--- src/sv/bls_pkg.sv ---
// Shared types and constants of the line stepper.
`timescale 1ns / 1ps

package bls_pkg;

    localparam int COORD_W   = 12;
    localparam int DELTA_W   = 12;
    localparam int ERR_W     = 14;
    localparam int COLOR_W   = 32;
    localparam int LEFT_W    = 9;
    localparam int ADDR_W    = 17;
    localparam int CFG_IDX_W = 2;

    // Item opcodes
    localparam logic OP_LOAD = 1'b0;
    localparam logic OP_STEP = 1'b1;

    // Configuration register indexes
    localparam logic [CFG_IDX_W-1:0] REG_DRAW_COLOR  = 2'd0;
    localparam logic [CFG_IDX_W-1:0] REG_CANVAS_LEFT = 2'd1;

    localparam logic [COLOR_W-1:0] DRAW_COLOR_RST  = 32'hFFEE_D6DC;
    localparam logic [LEFT_W-1:0]  CANVAS_LEFT_RST = 9'd80;

    typedef logic signed [COORD_W-1:0] coord_t;
    typedef logic [DELTA_W-1:0]        delta_t;
    typedef logic signed [ERR_W-1:0]   err_t;

    typedef struct packed {
        coord_t cur_x;
        coord_t cur_y;
        coord_t target_x;
        coord_t target_y;
        delta_t abs_dx;
        delta_t abs_dy;
        logic   dir_x_neg;
        logic   dir_y_neg;
        err_t   error_term;
        logic   finished;
    } bls_state_t;

    typedef struct packed {
        coord_t              pixel_x;
        coord_t              pixel_y;
        logic [ADDR_W-1:0]   pixel_address;
        logic [COLOR_W-1:0]  pixel_color;
        logic                write_enable;
        logic                done_res;
    } bls_result_t;

    localparam bls_state_t STATE_RST = '{finished: 1'b1, default: '0};

endpackage

--- src/sv/bls_item_if.sv ---
// Input channel: load and step words.
`timescale 1ns / 1ps

interface bls_item_if;
    import bls_pkg::*;

    logic   valid;
    logic   ready;
    logic   op;
    coord_t x_start;
    coord_t y_start;
    coord_t x_end;
    coord_t y_end;

    modport source (output valid, op, x_start, y_start, x_end, y_end, input ready);
    modport sink   (input valid, op, x_start, y_start, x_end, y_end, output ready);
endinterface

--- src/sv/bls_pixel_if.sv ---
// Output channel: pixel write words.
`timescale 1ns / 1ps

interface bls_pixel_if;
    import bls_pkg::*;

    logic                valid;
    logic                ready;
    coord_t              pixel_x;
    coord_t              pixel_y;
    logic [ADDR_W-1:0]   pixel_address;
    logic [COLOR_W-1:0]  pixel_color;
    logic                write_enable;
    logic                done_res;

    modport source (output valid, pixel_x, pixel_y, pixel_address, pixel_color,
                    write_enable, done_res, input ready);
    modport sink   (input valid, pixel_x, pixel_y, pixel_address, pixel_color,
                    write_enable, done_res, output ready);
endinterface

--- src/sv/bls_cfg_if.sv ---
// Configuration write channel.
`timescale 1ns / 1ps

interface bls_cfg_if;
    import bls_pkg::*;

    logic                  valid;
    logic                  ready;
    logic [CFG_IDX_W-1:0]  index;
    logic [COLOR_W-1:0]    data;

    modport source (output valid, index, data, input ready);
    modport sink   (input valid, index, data, output ready);
endinterface

--- src/sv/bls_step_unit.sv ---
// Next line state for a load or a step word.
`timescale 1ns / 1ps

module bls_step_unit (
    input  logic                op,
    input  bls_pkg::coord_t     x_start,
    input  bls_pkg::coord_t     y_start,
    input  bls_pkg::coord_t     x_end,
    input  bls_pkg::coord_t     y_end,
    input  bls_pkg::bls_state_t state,
    output bls_pkg::bls_state_t state_next
);
    import bls_pkg::*;

    logic signed [COORD_W:0]   diff_x;
    logic signed [COORD_W:0]   diff_y;
    logic signed [COORD_W:0]   mag_x;
    logic signed [COORD_W:0]   mag_y;
    bls_state_t                load_state;
    bls_state_t                step_state;
    logic                      at_end;
    logic signed [ERR_W:0]     e2;
    logic signed [ERR_W:0]     dx_w;
    logic signed [ERR_W:0]     dy_w;
    logic                      move_x;
    logic                      move_y;
    logic signed [ERR_W:0]     err_sum;
    coord_t                    inc_x;
    coord_t                    inc_y;

    always_comb
    begin
        diff_x = {x_start[COORD_W-1], x_start} - {x_end[COORD_W-1], x_end};
        diff_y = {y_start[COORD_W-1], y_start} - {y_end[COORD_W-1], y_end};
        mag_x  = diff_x[COORD_W] ? -diff_x : diff_x;
        mag_y  = diff_y[COORD_W] ? -diff_y : diff_y;

        load_state            = state;
        load_state.cur_x      = x_start;
        load_state.cur_y      = y_start;
        load_state.target_x   = x_end;
        load_state.target_y   = y_end;
        load_state.abs_dx     = mag_x[DELTA_W-1:0];
        load_state.abs_dy     = mag_y[DELTA_W-1:0];
        load_state.dir_x_neg  = !(x_start < x_end);
        load_state.dir_y_neg  = !(y_start < y_end);
        load_state.error_term = $signed({{(ERR_W-DELTA_W){1'b0}}, mag_x[DELTA_W-1:0]})
                              - $signed({{(ERR_W-DELTA_W){1'b0}}, mag_y[DELTA_W-1:0]});
        load_state.finished   = 1'b0;

        // One Bresenham step; mark the line finished at the endpoint, then hold everything
        at_end  = (state.cur_x == state.target_x) && (state.cur_y == state.target_y);
        e2      = {state.error_term, 1'b0};
        dx_w    = $signed({{(ERR_W+1-DELTA_W){1'b0}}, state.abs_dx});
        dy_w    = $signed({{(ERR_W+1-DELTA_W){1'b0}}, state.abs_dy});
        move_x  = e2 > -dy_w;
        move_y  = e2 < dx_w;
        err_sum = {state.error_term[ERR_W-1], state.error_term}
                - (move_x ? dy_w : '0) + (move_y ? dx_w : '0);
        inc_x   = state.dir_x_neg ? -12'sd1 : 12'sd1;
        inc_y   = state.dir_y_neg ? -12'sd1 : 12'sd1;

        step_state = state;
        if (!state.finished)
        begin
            if (at_end)
            begin
                step_state.finished = 1'b1;
            end
            else
            begin
                step_state.error_term = err_sum[ERR_W-1:0];
                if (move_x)
                begin
                    step_state.cur_x = state.cur_x + inc_x;
                end
                if (move_y)
                begin
                    step_state.cur_y = state.cur_y + inc_y;
                end
            end
        end

        state_next = (op == OP_LOAD) ? load_state : step_state;
    end
endmodule

--- src/sv/bls_pixel_unit.sv ---
// Clip test, framebuffer address and result word for the current point.
`timescale 1ns / 1ps

module bls_pixel_unit #(
    parameter int FB_WIDTH  = 320,
    parameter int FB_HEIGHT = 240
) (
    input  bls_pkg::bls_state_t             state,
    input  logic [bls_pkg::COLOR_W-1:0]     draw_color,
    input  logic [bls_pkg::LEFT_W-1:0]      canvas_left,
    output bls_pkg::bls_result_t            result
);
    import bls_pkg::*;

    localparam int PROD_W = 2 * COORD_W;
    localparam logic [COORD_W:0] FB_W_C = (COORD_W+1)'(FB_WIDTH);
    localparam logic [COORD_W:0] FB_H_C = (COORD_W+1)'(FB_HEIGHT);

    logic              on_canvas;
    logic              in_fb;
    logic              we;
    logic              at_end;
    logic [PROD_W-1:0] addr_full;

    always_comb
    begin
        on_canvas = state.cur_x > $signed({{(COORD_W-LEFT_W){1'b0}}, canvas_left});
        in_fb     = !state.cur_x[COORD_W-1] && !state.cur_y[COORD_W-1]
                 && ({1'b0, state.cur_x} < FB_W_C) && ({1'b0, state.cur_y} < FB_H_C);
        we        = on_canvas && in_fb && !state.finished;
        at_end    = (state.cur_x == state.target_x) && (state.cur_y == state.target_y);
        addr_full = PROD_W'(unsigned'(state.cur_y)) * PROD_W'(FB_WIDTH)
                  + PROD_W'(unsigned'(state.cur_x));

        result.pixel_x       = state.cur_x;
        result.pixel_y       = state.cur_y;
        result.pixel_color   = draw_color;
        result.write_enable  = we;
        result.pixel_address = we ? addr_full[ADDR_W-1:0] : '0;
        result.done_res      = state.finished || at_end;
    end
endmodule

--- src/sv/bresenham_line_stepper_core.sv ---
// Top level of the Bresenham line stepper with clipping.
`timescale 1ns / 1ps

// Bresenham line stepper. A load word (op = 0) latches two signed 12-bit
// endpoints and sets up the deltas, step directions and error term; it
// yields no output word. Each step word (op = 1) yields one pixel word for
// the current point, then advances the point by one Bresenham step.
// write_enable is set only when x > canvas_left and the point lies inside
// the FB_WIDTH x FB_HEIGHT framebuffer; pixel_address is y*FB_WIDTH+x
// (17 bits) when written and zero otherwise. done_res flags the endpoint;
// steps after it repeat the last point with write_enable low and done_res
// high. Rate: one word per clock unless the output stalls; pixel words
// are registered. The line state register is updated in the accepting
// cycle, and the clip test and the constant multiply for the address
// feed the output register directly. The input side stalls only while
// the output register is full and not being taken. Configuration writes
// are always accepted and take effect on the next word.

module bresenham_line_stepper_core #(
    parameter int FB_WIDTH  = 320,
    parameter int FB_HEIGHT = 240
) (
    input  logic            clk,
    input  logic            rst_n,
    bls_item_if.sink        item,
    bls_pixel_if.source     pixel,
    bls_cfg_if.sink         cfg
);
    import bls_pkg::*;

    logic [COLOR_W-1:0] draw_color_reg;
    logic [LEFT_W-1:0]  canvas_left_reg;
    bls_state_t         state_reg;
    bls_state_t         state_next;
    bls_result_t        result_next;
    bls_result_t        result_reg;
    logic               out_valid_reg;
    logic               item_accept;
    logic               step_accept;

    // Configuration registers
    assign cfg.ready = 1'b1;

    always_ff @(posedge clk or negedge rst_n)
    begin
        if (!rst_n)
        begin
            draw_color_reg  <= DRAW_COLOR_RST;
            canvas_left_reg <= CANVAS_LEFT_RST;
        end
        else if (cfg.valid)
        begin
            case (cfg.index)
                REG_DRAW_COLOR:  draw_color_reg  <= cfg.data;
                REG_CANVAS_LEFT: canvas_left_reg <= cfg.data[LEFT_W-1:0];
                default:         ;  // drop writes to unknown indexes
            endcase
        end
    end

    // Accept a word whenever the output register is free or being drained
    assign item.ready  = !out_valid_reg || pixel.ready;
    assign item_accept = item.valid && item.ready;
    assign step_accept = item_accept && (item.op == OP_STEP);

    bls_step_unit u_step (
        .op         (item.op),
        .x_start    (item.x_start),
        .y_start    (item.y_start),
        .x_end      (item.x_end),
        .y_end      (item.y_end),
        .state      (state_reg),
        .state_next (state_next)
    );

    bls_pixel_unit #(
        .FB_WIDTH  (FB_WIDTH),
        .FB_HEIGHT (FB_HEIGHT)
    ) u_pixel (
        .state       (state_reg),
        .draw_color  (draw_color_reg),
        .canvas_left (canvas_left_reg),
        .result      (result_next)
    );

    // Line state: advance on every accepted word
    always_ff @(posedge clk or negedge rst_n)
    begin
        if (!rst_n)
        begin
            state_reg <= STATE_RST;
        end
        else if (item_accept)
        begin
            state_reg <= state_next;
        end
    end

    // Output register: load on a step word, clear valid once taken
    always_ff @(posedge clk or negedge rst_n)
    begin
        if (!rst_n)
        begin
            out_valid_reg <= 1'b0;
        end
        else if (step_accept)
        begin
            out_valid_reg <= 1'b1;
        end
        else if (pixel.ready)
        begin
            out_valid_reg <= 1'b0;
        end
    end

    always_ff @(posedge clk)
    begin
        if (step_accept)
        begin
            result_reg <= result_next;
        end
    end

    assign pixel.valid         = out_valid_reg;
    assign pixel.pixel_x       = result_reg.pixel_x;
    assign pixel.pixel_y       = result_reg.pixel_y;
    assign pixel.pixel_address = result_reg.pixel_address;
    assign pixel.pixel_color   = result_reg.pixel_color;
    assign pixel.write_enable  = result_reg.write_enable;
    assign pixel.done_res      = result_reg.done_res;

    // A load always starts an unfinished line
    a_load_starts: assert property (@(posedge clk) disable iff (!rst_n)
        (item_accept && item.op == OP_LOAD) |=> !state_reg.finished)
        else $error("line not active after load");

    // Steps on a finished line leave the line state untouched
    a_finished_holds: assert property (@(posedge clk) disable iff (!rst_n)
        (step_accept && state_reg.finished) |=> $stable(state_reg))
        else $error("finished line state changed");

    // Never overwrite a pending output word
    a_no_overwrite: assert property (@(posedge clk) disable iff (!rst_n)
        (out_valid_reg && !pixel.ready) |-> !step_accept)
        else $error("step accepted while output stalled");

    // A suppressed write carries a zero address
    a_addr_zero: assert property (@(posedge clk) disable iff (!rst_n)
        (out_valid_reg && !result_reg.write_enable) |-> (result_reg.pixel_address == '0))
        else $error("address set on suppressed write");

endmodule
--- src/flat_wrapper.sv ---
// flat-port wrapper written by rule: the top's interface ports become plain ports
module bresenham_line_stepper_core_flat import bls_pkg::*;
#(
    parameter int FB_WIDTH  = 320,
    parameter int FB_HEIGHT = 240
)
  (clk, rst_n, item_valid, item_op, item_x_start, item_y_start, item_x_end, item_y_end, item_ready, pixel_valid, pixel_pixel_x, pixel_pixel_y, pixel_pixel_address, pixel_pixel_color, pixel_write_enable, pixel_done_res, pixel_ready, cfg_valid, cfg_index, cfg_data, cfg_ready);
  bls_item_if item_i ();
  bls_pixel_if pixel_i ();
  bls_cfg_if cfg_i ();
  input  logic clk;
  input  logic rst_n;
  input wire logic [$bits(item_i.valid)-1:0] item_valid;
  input wire logic [$bits(item_i.op)-1:0] item_op;
  input wire logic [$bits(item_i.x_start)-1:0] item_x_start;
  input wire logic [$bits(item_i.y_start)-1:0] item_y_start;
  input wire logic [$bits(item_i.x_end)-1:0] item_x_end;
  input wire logic [$bits(item_i.y_end)-1:0] item_y_end;
  output wire logic [$bits(item_i.ready)-1:0] item_ready;
  output wire logic [$bits(pixel_i.valid)-1:0] pixel_valid;
  output wire logic [$bits(pixel_i.pixel_x)-1:0] pixel_pixel_x;
  output wire logic [$bits(pixel_i.pixel_y)-1:0] pixel_pixel_y;
  output wire logic [$bits(pixel_i.pixel_address)-1:0] pixel_pixel_address;
  output wire logic [$bits(pixel_i.pixel_color)-1:0] pixel_pixel_color;
  output wire logic [$bits(pixel_i.write_enable)-1:0] pixel_write_enable;
  output wire logic [$bits(pixel_i.done_res)-1:0] pixel_done_res;
  input wire logic [$bits(pixel_i.ready)-1:0] pixel_ready;
  input wire logic [$bits(cfg_i.valid)-1:0] cfg_valid;
  input wire logic [$bits(cfg_i.index)-1:0] cfg_index;
  input wire logic [$bits(cfg_i.data)-1:0] cfg_data;
  output wire logic [$bits(cfg_i.ready)-1:0] cfg_ready;
  assign item_i.valid = item_valid;
  assign item_i.op = item_op;
  assign item_i.x_start = item_x_start;
  assign item_i.y_start = item_y_start;
  assign item_i.x_end = item_x_end;
  assign item_i.y_end = item_y_end;
  assign item_ready = item_i.ready;
  assign pixel_valid = pixel_i.valid;
  assign pixel_pixel_x = pixel_i.pixel_x;
  assign pixel_pixel_y = pixel_i.pixel_y;
  assign pixel_pixel_address = pixel_i.pixel_address;
  assign pixel_pixel_color = pixel_i.pixel_color;
  assign pixel_write_enable = pixel_i.write_enable;
  assign pixel_done_res = pixel_i.done_res;
  assign pixel_i.ready = pixel_ready;
  assign cfg_i.valid = cfg_valid;
  assign cfg_i.index = cfg_index;
  assign cfg_i.data = cfg_data;
  assign cfg_ready = cfg_i.ready;
  bresenham_line_stepper_core #(.FB_WIDTH(FB_WIDTH), .FB_HEIGHT(FB_HEIGHT)) u_core (.clk(clk), .rst_n(rst_n), .item(item_i), .pixel(pixel_i), .cfg(cfg_i));
endmodule
--- config.mk ---
export PLATFORM = sky130hd
export DESIGN_NAME = bresenham_line_stepper_core_flat
export DESIGN_NICKNAME = d
export VERILOG_FILES = /design/src/sv/bls_pkg.sv /design/src/sv/bls_item_if.sv /design/src/sv/bls_pixel_if.sv /design/src/sv/bls_cfg_if.sv /design/src/sv/bls_step_unit.sv /design/src/sv/bls_pixel_unit.sv /design/src/sv/bresenham_line_stepper_core.sv /design/src/flat_wrapper.sv
export SDC_FILE = /design/constraint.sdc
export NUM_CORES = 1
export LEC_CHECK = 0
export BUFFER_PORTS_ARGS = -buffer_cell sky130_fd_sc_hd__clkbuf_2
export CORE_MARGIN = 1
export CORE_UTILIZATION = 60
export CTS_BUF_LIST = sky130_fd_sc_hd__clkbuf_2 sky130_fd_sc_hd__clkbuf_4 sky130_fd_sc_hd__clkbuf_8
export DETAILED_ROUTE_END_ITERATION = 8
export PLACE_DENSITY = 0.86
export SETUP_SLACK_MARGIN = 0.2
export SYNTH_ARGS = -nofsm -noshare
export SYNTH_HDL_FRONTEND = slang
export SYNTH_SLANG_ARGS = --single-unit
--- constraint.sdc ---
create_clock -name clk -period 6.86 [get_ports clk]
set_clock_uncertainty 0.1 [all_clocks]
set_input_delay 1.372 -clock clk [delete_from_list [all_inputs] [get_ports clk]]
set_output_delay 1.372 -clock clk [all_outputs]
set_load 0.05 [all_outputs]
==> implementation parameters <==
Parameter                              Value

STA
  Setup repair after global routing missed its margin    false
  Worst rel slew slack    33.1%
  Smallest hold slack    348 ps
  Total negative slack for setup checks    0 ps
  Total setup violations reported at the end of the flow    0
  Top achievable clock speed    160 MHz
  Final min period    6270 ps
  Worst Max-Slew Pin Slew    1000 ps
  Hold Vio Cnt, Final    0
  Post-route fraction of the period consumed by the critical path    91.4%
  Setup slack after layout    591 ps
  Final number of max-transition violations    0

Synth
  Top area cells in the synthesized netlist    sky130_fd_sc_hd__dfrtp_1 (19%), sky130_fd_sc_hd__edfxtp_1 (17%), sky130_fd_sc_hd__ha_1 (12%)
  Combined area of all synthesized cells    13500 µm²
  Cells after synthesis    1355
  Synth Net Count    1593
  Dominant register cell in the synthesized netlist    sky130_fd_sc_hd__dfrtp_1
  Fraction of post-synthesis cell area in the top cell type by area    19.2%
  Average size of a mapped cell    9.99 µm²
  Number of enable-type register cells in the synthesized netlist    75
  Seq cells post-synth    206
  Warnings, synthesis    0
  Register area share after synthesis    41.1%
  Share of synthesized registers carrying an async set or reset    63.6%
  Yosys top cell by area    sky130_fd_sc_hd__dfrtp_1
  Synth unique cells    64

Pwr
  Leak Pwr    7.07 nW
  Pwr dens    525 nW/µm²
  Worst IR Drop VDD    0.000273 V

Worst setup path
  FF-to-FF End    u_core.state_reg[14]$_DFFE_PN0P_
  Origin of the critical flop-to-flop path    u_core.state_reg[21]$_DFFE_PN0P_
  CP arrival    6590 ps
  Largest fanout of any net on the critical path    14
  R2r setup slk    590 ps
  Crit path max-delay family    compound AO/OA/AOI/OAI gates
  CP Depth    23
  Slowest stage cell, crit path    sky130_fd_sc_hd__fa_1
  Crit path launch    u_core.state_reg[21]$_DFFE_PN0P_
  Capture point of the critical path    u_core.state_reg[14]$_DFFE_PN0P_
  WP data required    7180 ps
  Kind of critical path    flop to flop
  Startpoint types    flop
  Path depth of the worst reg2reg path    23
  Largest stage delay on the critical path    490 ps
  Buf/Inv on CP    1
  Worst setup EP type    flop
  Cell chain of the critical path    nor4_2 > nand2b_1 > nor2_1 > nand2_1 > o41ai_1 > o21ai_0 > ha_1 > a21o_1 > a211oi_1 > o211ai_1 > o311a_1 > and2_1 > fa_1 > inv_1 > ha_1 > a211o_1 > a2111oi_2 > o311a_1 > o21bai_1 > a21oi_1 > o21ai_0 > xnor2_1 > a311o_1

Global routing
  Met2 global-route usage    51.5%
  Met1 layer usage reported by global route    40.9%
  Global routing's busiest layer    met2
  Met3 global-route usage    5.18%
  Total Routing Usage GR    31.1%
  Global-route congestion overflow total    0
  Antenna violations before repair    1
  Vias in the first global route    10928
  Pin count of the biggest net entering global routing    53
  Global-route wire length before repair    56900 µm

Clock tree
  Postcts setup bufs    0
  Clock-pin slew on the worst setup and hold paths    60 ps
  Insertion delay to the later sink of the worst-skew pair    540 ps
  TritonCTS sink count    206
  CTS Buffer Depth    3
  CTS Hold Buffers Added    0
  Clk root buf    sky130_fd_sc_hd__clkbuf_8
  TritonCTS clock tree    yes
  Maximum level of the CTS H-tree    2
  Number of CTS-inserted buffers    35

Final layout
  Area taken by multi-input logic gates    7400 µm²
  Area of all sequential standard cells    5560 µm²
  Fraction of layout instances using a drive strength above 1    20.8%
  Flip-flop count of the largest register, all copies and words added    89
  Net total in the final layout    1774
  Synthesis-to-finish area growth    14.2%
  Filler cell count    1520
  Post-route insts no fill    1841

Floorplan
  Row Count    54
  I/O pins    166
  Width of the die    152 µm
  Core ar.    22000 µm²
  Die span in y    152 µm
  Starting Density    61.7%
  Die ar.    23200 µm²

Placement
  Count of input and output buffers    164
  DP Wirelength    26000 µm
  Placer Congestion    0.932
  Placed Cells    1779
  Worst slack at placement    419 ps

Routing
  Final wirelength    35900 µm
  Number of design-rule violations left by the first detailed-router iteration    940
  Number of iterations in the first detailed-routing pass    7
  DRC errors left    13
  Mean routed wirelength per cell    19.5 µm
  Total via count after detailed routing    11220
  Remaining antenna violation count    0
  Routed vias/inst    6.09

Flow run
  Max-cap viol count    0

Run status
  Result of the run    finished with violations
  Violated checks    design-rule violations

Worst hold path
  Class of the most critical hold timing path    flop to flop
-- worst min-delay path by stage --
stage / slack, ps / depth (start not counted) / startpoint / end
2_1_floorplan: 320 / 0 / u_core.draw_color_reg[0]$_DFFE_PN0P_ / u_core.pixel.pixel_color[0]$_DFFE_PP_
3_3_place_gp: 320 / 0 / u_core.draw_color_reg[13]$_DFFE_PN0P_ / u_core.pixel.pixel_color[13]$_DFFE_PP_
3_5_place_dp: 330 / 0 / u_core.draw_color_reg[1]$_DFFE_PN0P_ / u_core.pixel.pixel_color[1]$_DFFE_PP_
4_1_cts: 350 / 0 / u_core.draw_color_reg[1]$_DFFE_PN0P_ / u_core.pixel.pixel_color[1]$_DFFE_PP_
5_1_grt: 360 / 0 / u_core.draw_color_reg[20]$_DFFE_PN0P_ / u_core.pixel.pixel_color[20]$_DFFE_PP_
6_report: 350 / 0 / u_core.draw_color_reg[1]$_DFFE_PN0P_ / u_core.pixel.pixel_color[1]$_DFFE_PP_
-- cell families (layout without fill, tap and decap cells) --
group / count (synthesis) / count (layout) / share of synthesized area [%]
adder cells (fa/ha/maj): 150 / 150 / 14.9
buffers and inverters: 160 / 365 / 4.46
XOR/XNOR: 117 / 117 / 7.57
other: 1 / 2 / 0.0277
AO/OA/AOI/OAI: 298 / 298 / 14.0
flip-flops: 206 / 206 / 41.1
multiplexers: 62 / 62 / 5.04
AND/OR/NAND/NOR: 361 / 361 / 12.9
-- metrics by stage --
| stage | util, % | total power, mW | cell area (µm²) |
|---|---|---|---|
| 5_1_grt | 70.4 | 8.66 | 15500 |
| 6_report | 70.4 | 8.12 | 15500 |
| 4_1_cts | 70.3 | 7.98 | 15400 |
| 3_5_place_dp | 66.9 | 6.63 | 14700 |
| 2_1_floorplan | - | 5.53 | 13500 |
| 3_3_place_gp | 66.9 | 6.37 | 14700 |
-- per-layer routing --
layer	vias up	wire length [µm]
li1	5154	-
met1	5421	14700
met2	557	17000
met3	88	3150
met4	0	1110
met5	-	0
-- cells in the final DEF (no fill, tap or decap), drive strengths merged, types with 33 or more instances in the layout --
cell type	count
xnor2	77
xor2	40
ha	131
edfxtp	75
dfrtp	104
nand2	105
a21oi	78
mux2	46
inv	131
clkbuf	214
o21ai	86
nor3	33
nor2	84
-- power breakdown --
group | switching [mW] | leakage, nW | internal, mW
Combinational | 2.85 | 4.45 | 2.08
Sequential | 0.374 | 2.23 | 1.60
Clock | 0.514 | 0.397 | 0.707
Total | 3.74 | 7.07 | 4.38
-- what timing repair did --
action / CTS / global route
hold endpoints to repair: 0 / 0
setup endpoints to repair: 0 / 2
gates resized for setup: 0 / 3
-- Yosys cell counts (16+ instances only) --
| master | n |
|---|---|
| sky130_fd_sc_hd__o21a_1 | 20 |
| sky130_fd_sc_hd__nor2_1 | 84 |
| sky130_fd_sc_hd__mux2i_1 | 16 |
| sky130_fd_sc_hd__edfxtp_1 | 75 |
| sky130_fd_sc_hd__dfstp_2 | 27 |
| sky130_fd_sc_hd__dfrtp_1 | 104 |
| sky130_fd_sc_hd__nand3_1 | 24 |
| sky130_fd_sc_hd__nor2b_1 | 29 |
| sky130_fd_sc_hd__o21ai_0 | 86 |
| sky130_fd_sc_hd__inv_1 | 130 |
| sky130_fd_sc_hd__ha_1 | 131 |
| sky130_fd_sc_hd__a21o_1 | 18 |
| sky130_fd_sc_hd__nand2_1 | 105 |
| sky130_fd_sc_hd__xnor2_1 | 77 |
| sky130_fd_sc_hd__xor2_1 | 40 |
| sky130_fd_sc_hd__fa_1 | 19 |
| sky130_fd_sc_hd__a21oi_1 | 78 |
| sky130_fd_sc_hd__and2_1 | 22 |
| sky130_fd_sc_hd__clkbuf_1 | 26 |
| sky130_fd_sc_hd__mux2_2 | 45 |
| sky130_fd_sc_hd__nor3_1 | 33 |
-- final cells by class --
cell class / count / share of cell area, %
inverters: 130 / 3.16
clock inverters: 10 / 0.834
well taps: 280 / 2.27
diodes: 1 / 0.0162
repair buffers: 174 / 5.81
multi-input cells: 989 / 47.8
flip-flops and latches: 206 / 36.0
clock buffers: 51 / 4.09
Note: power is estimated with default switching activity, not from simulation.
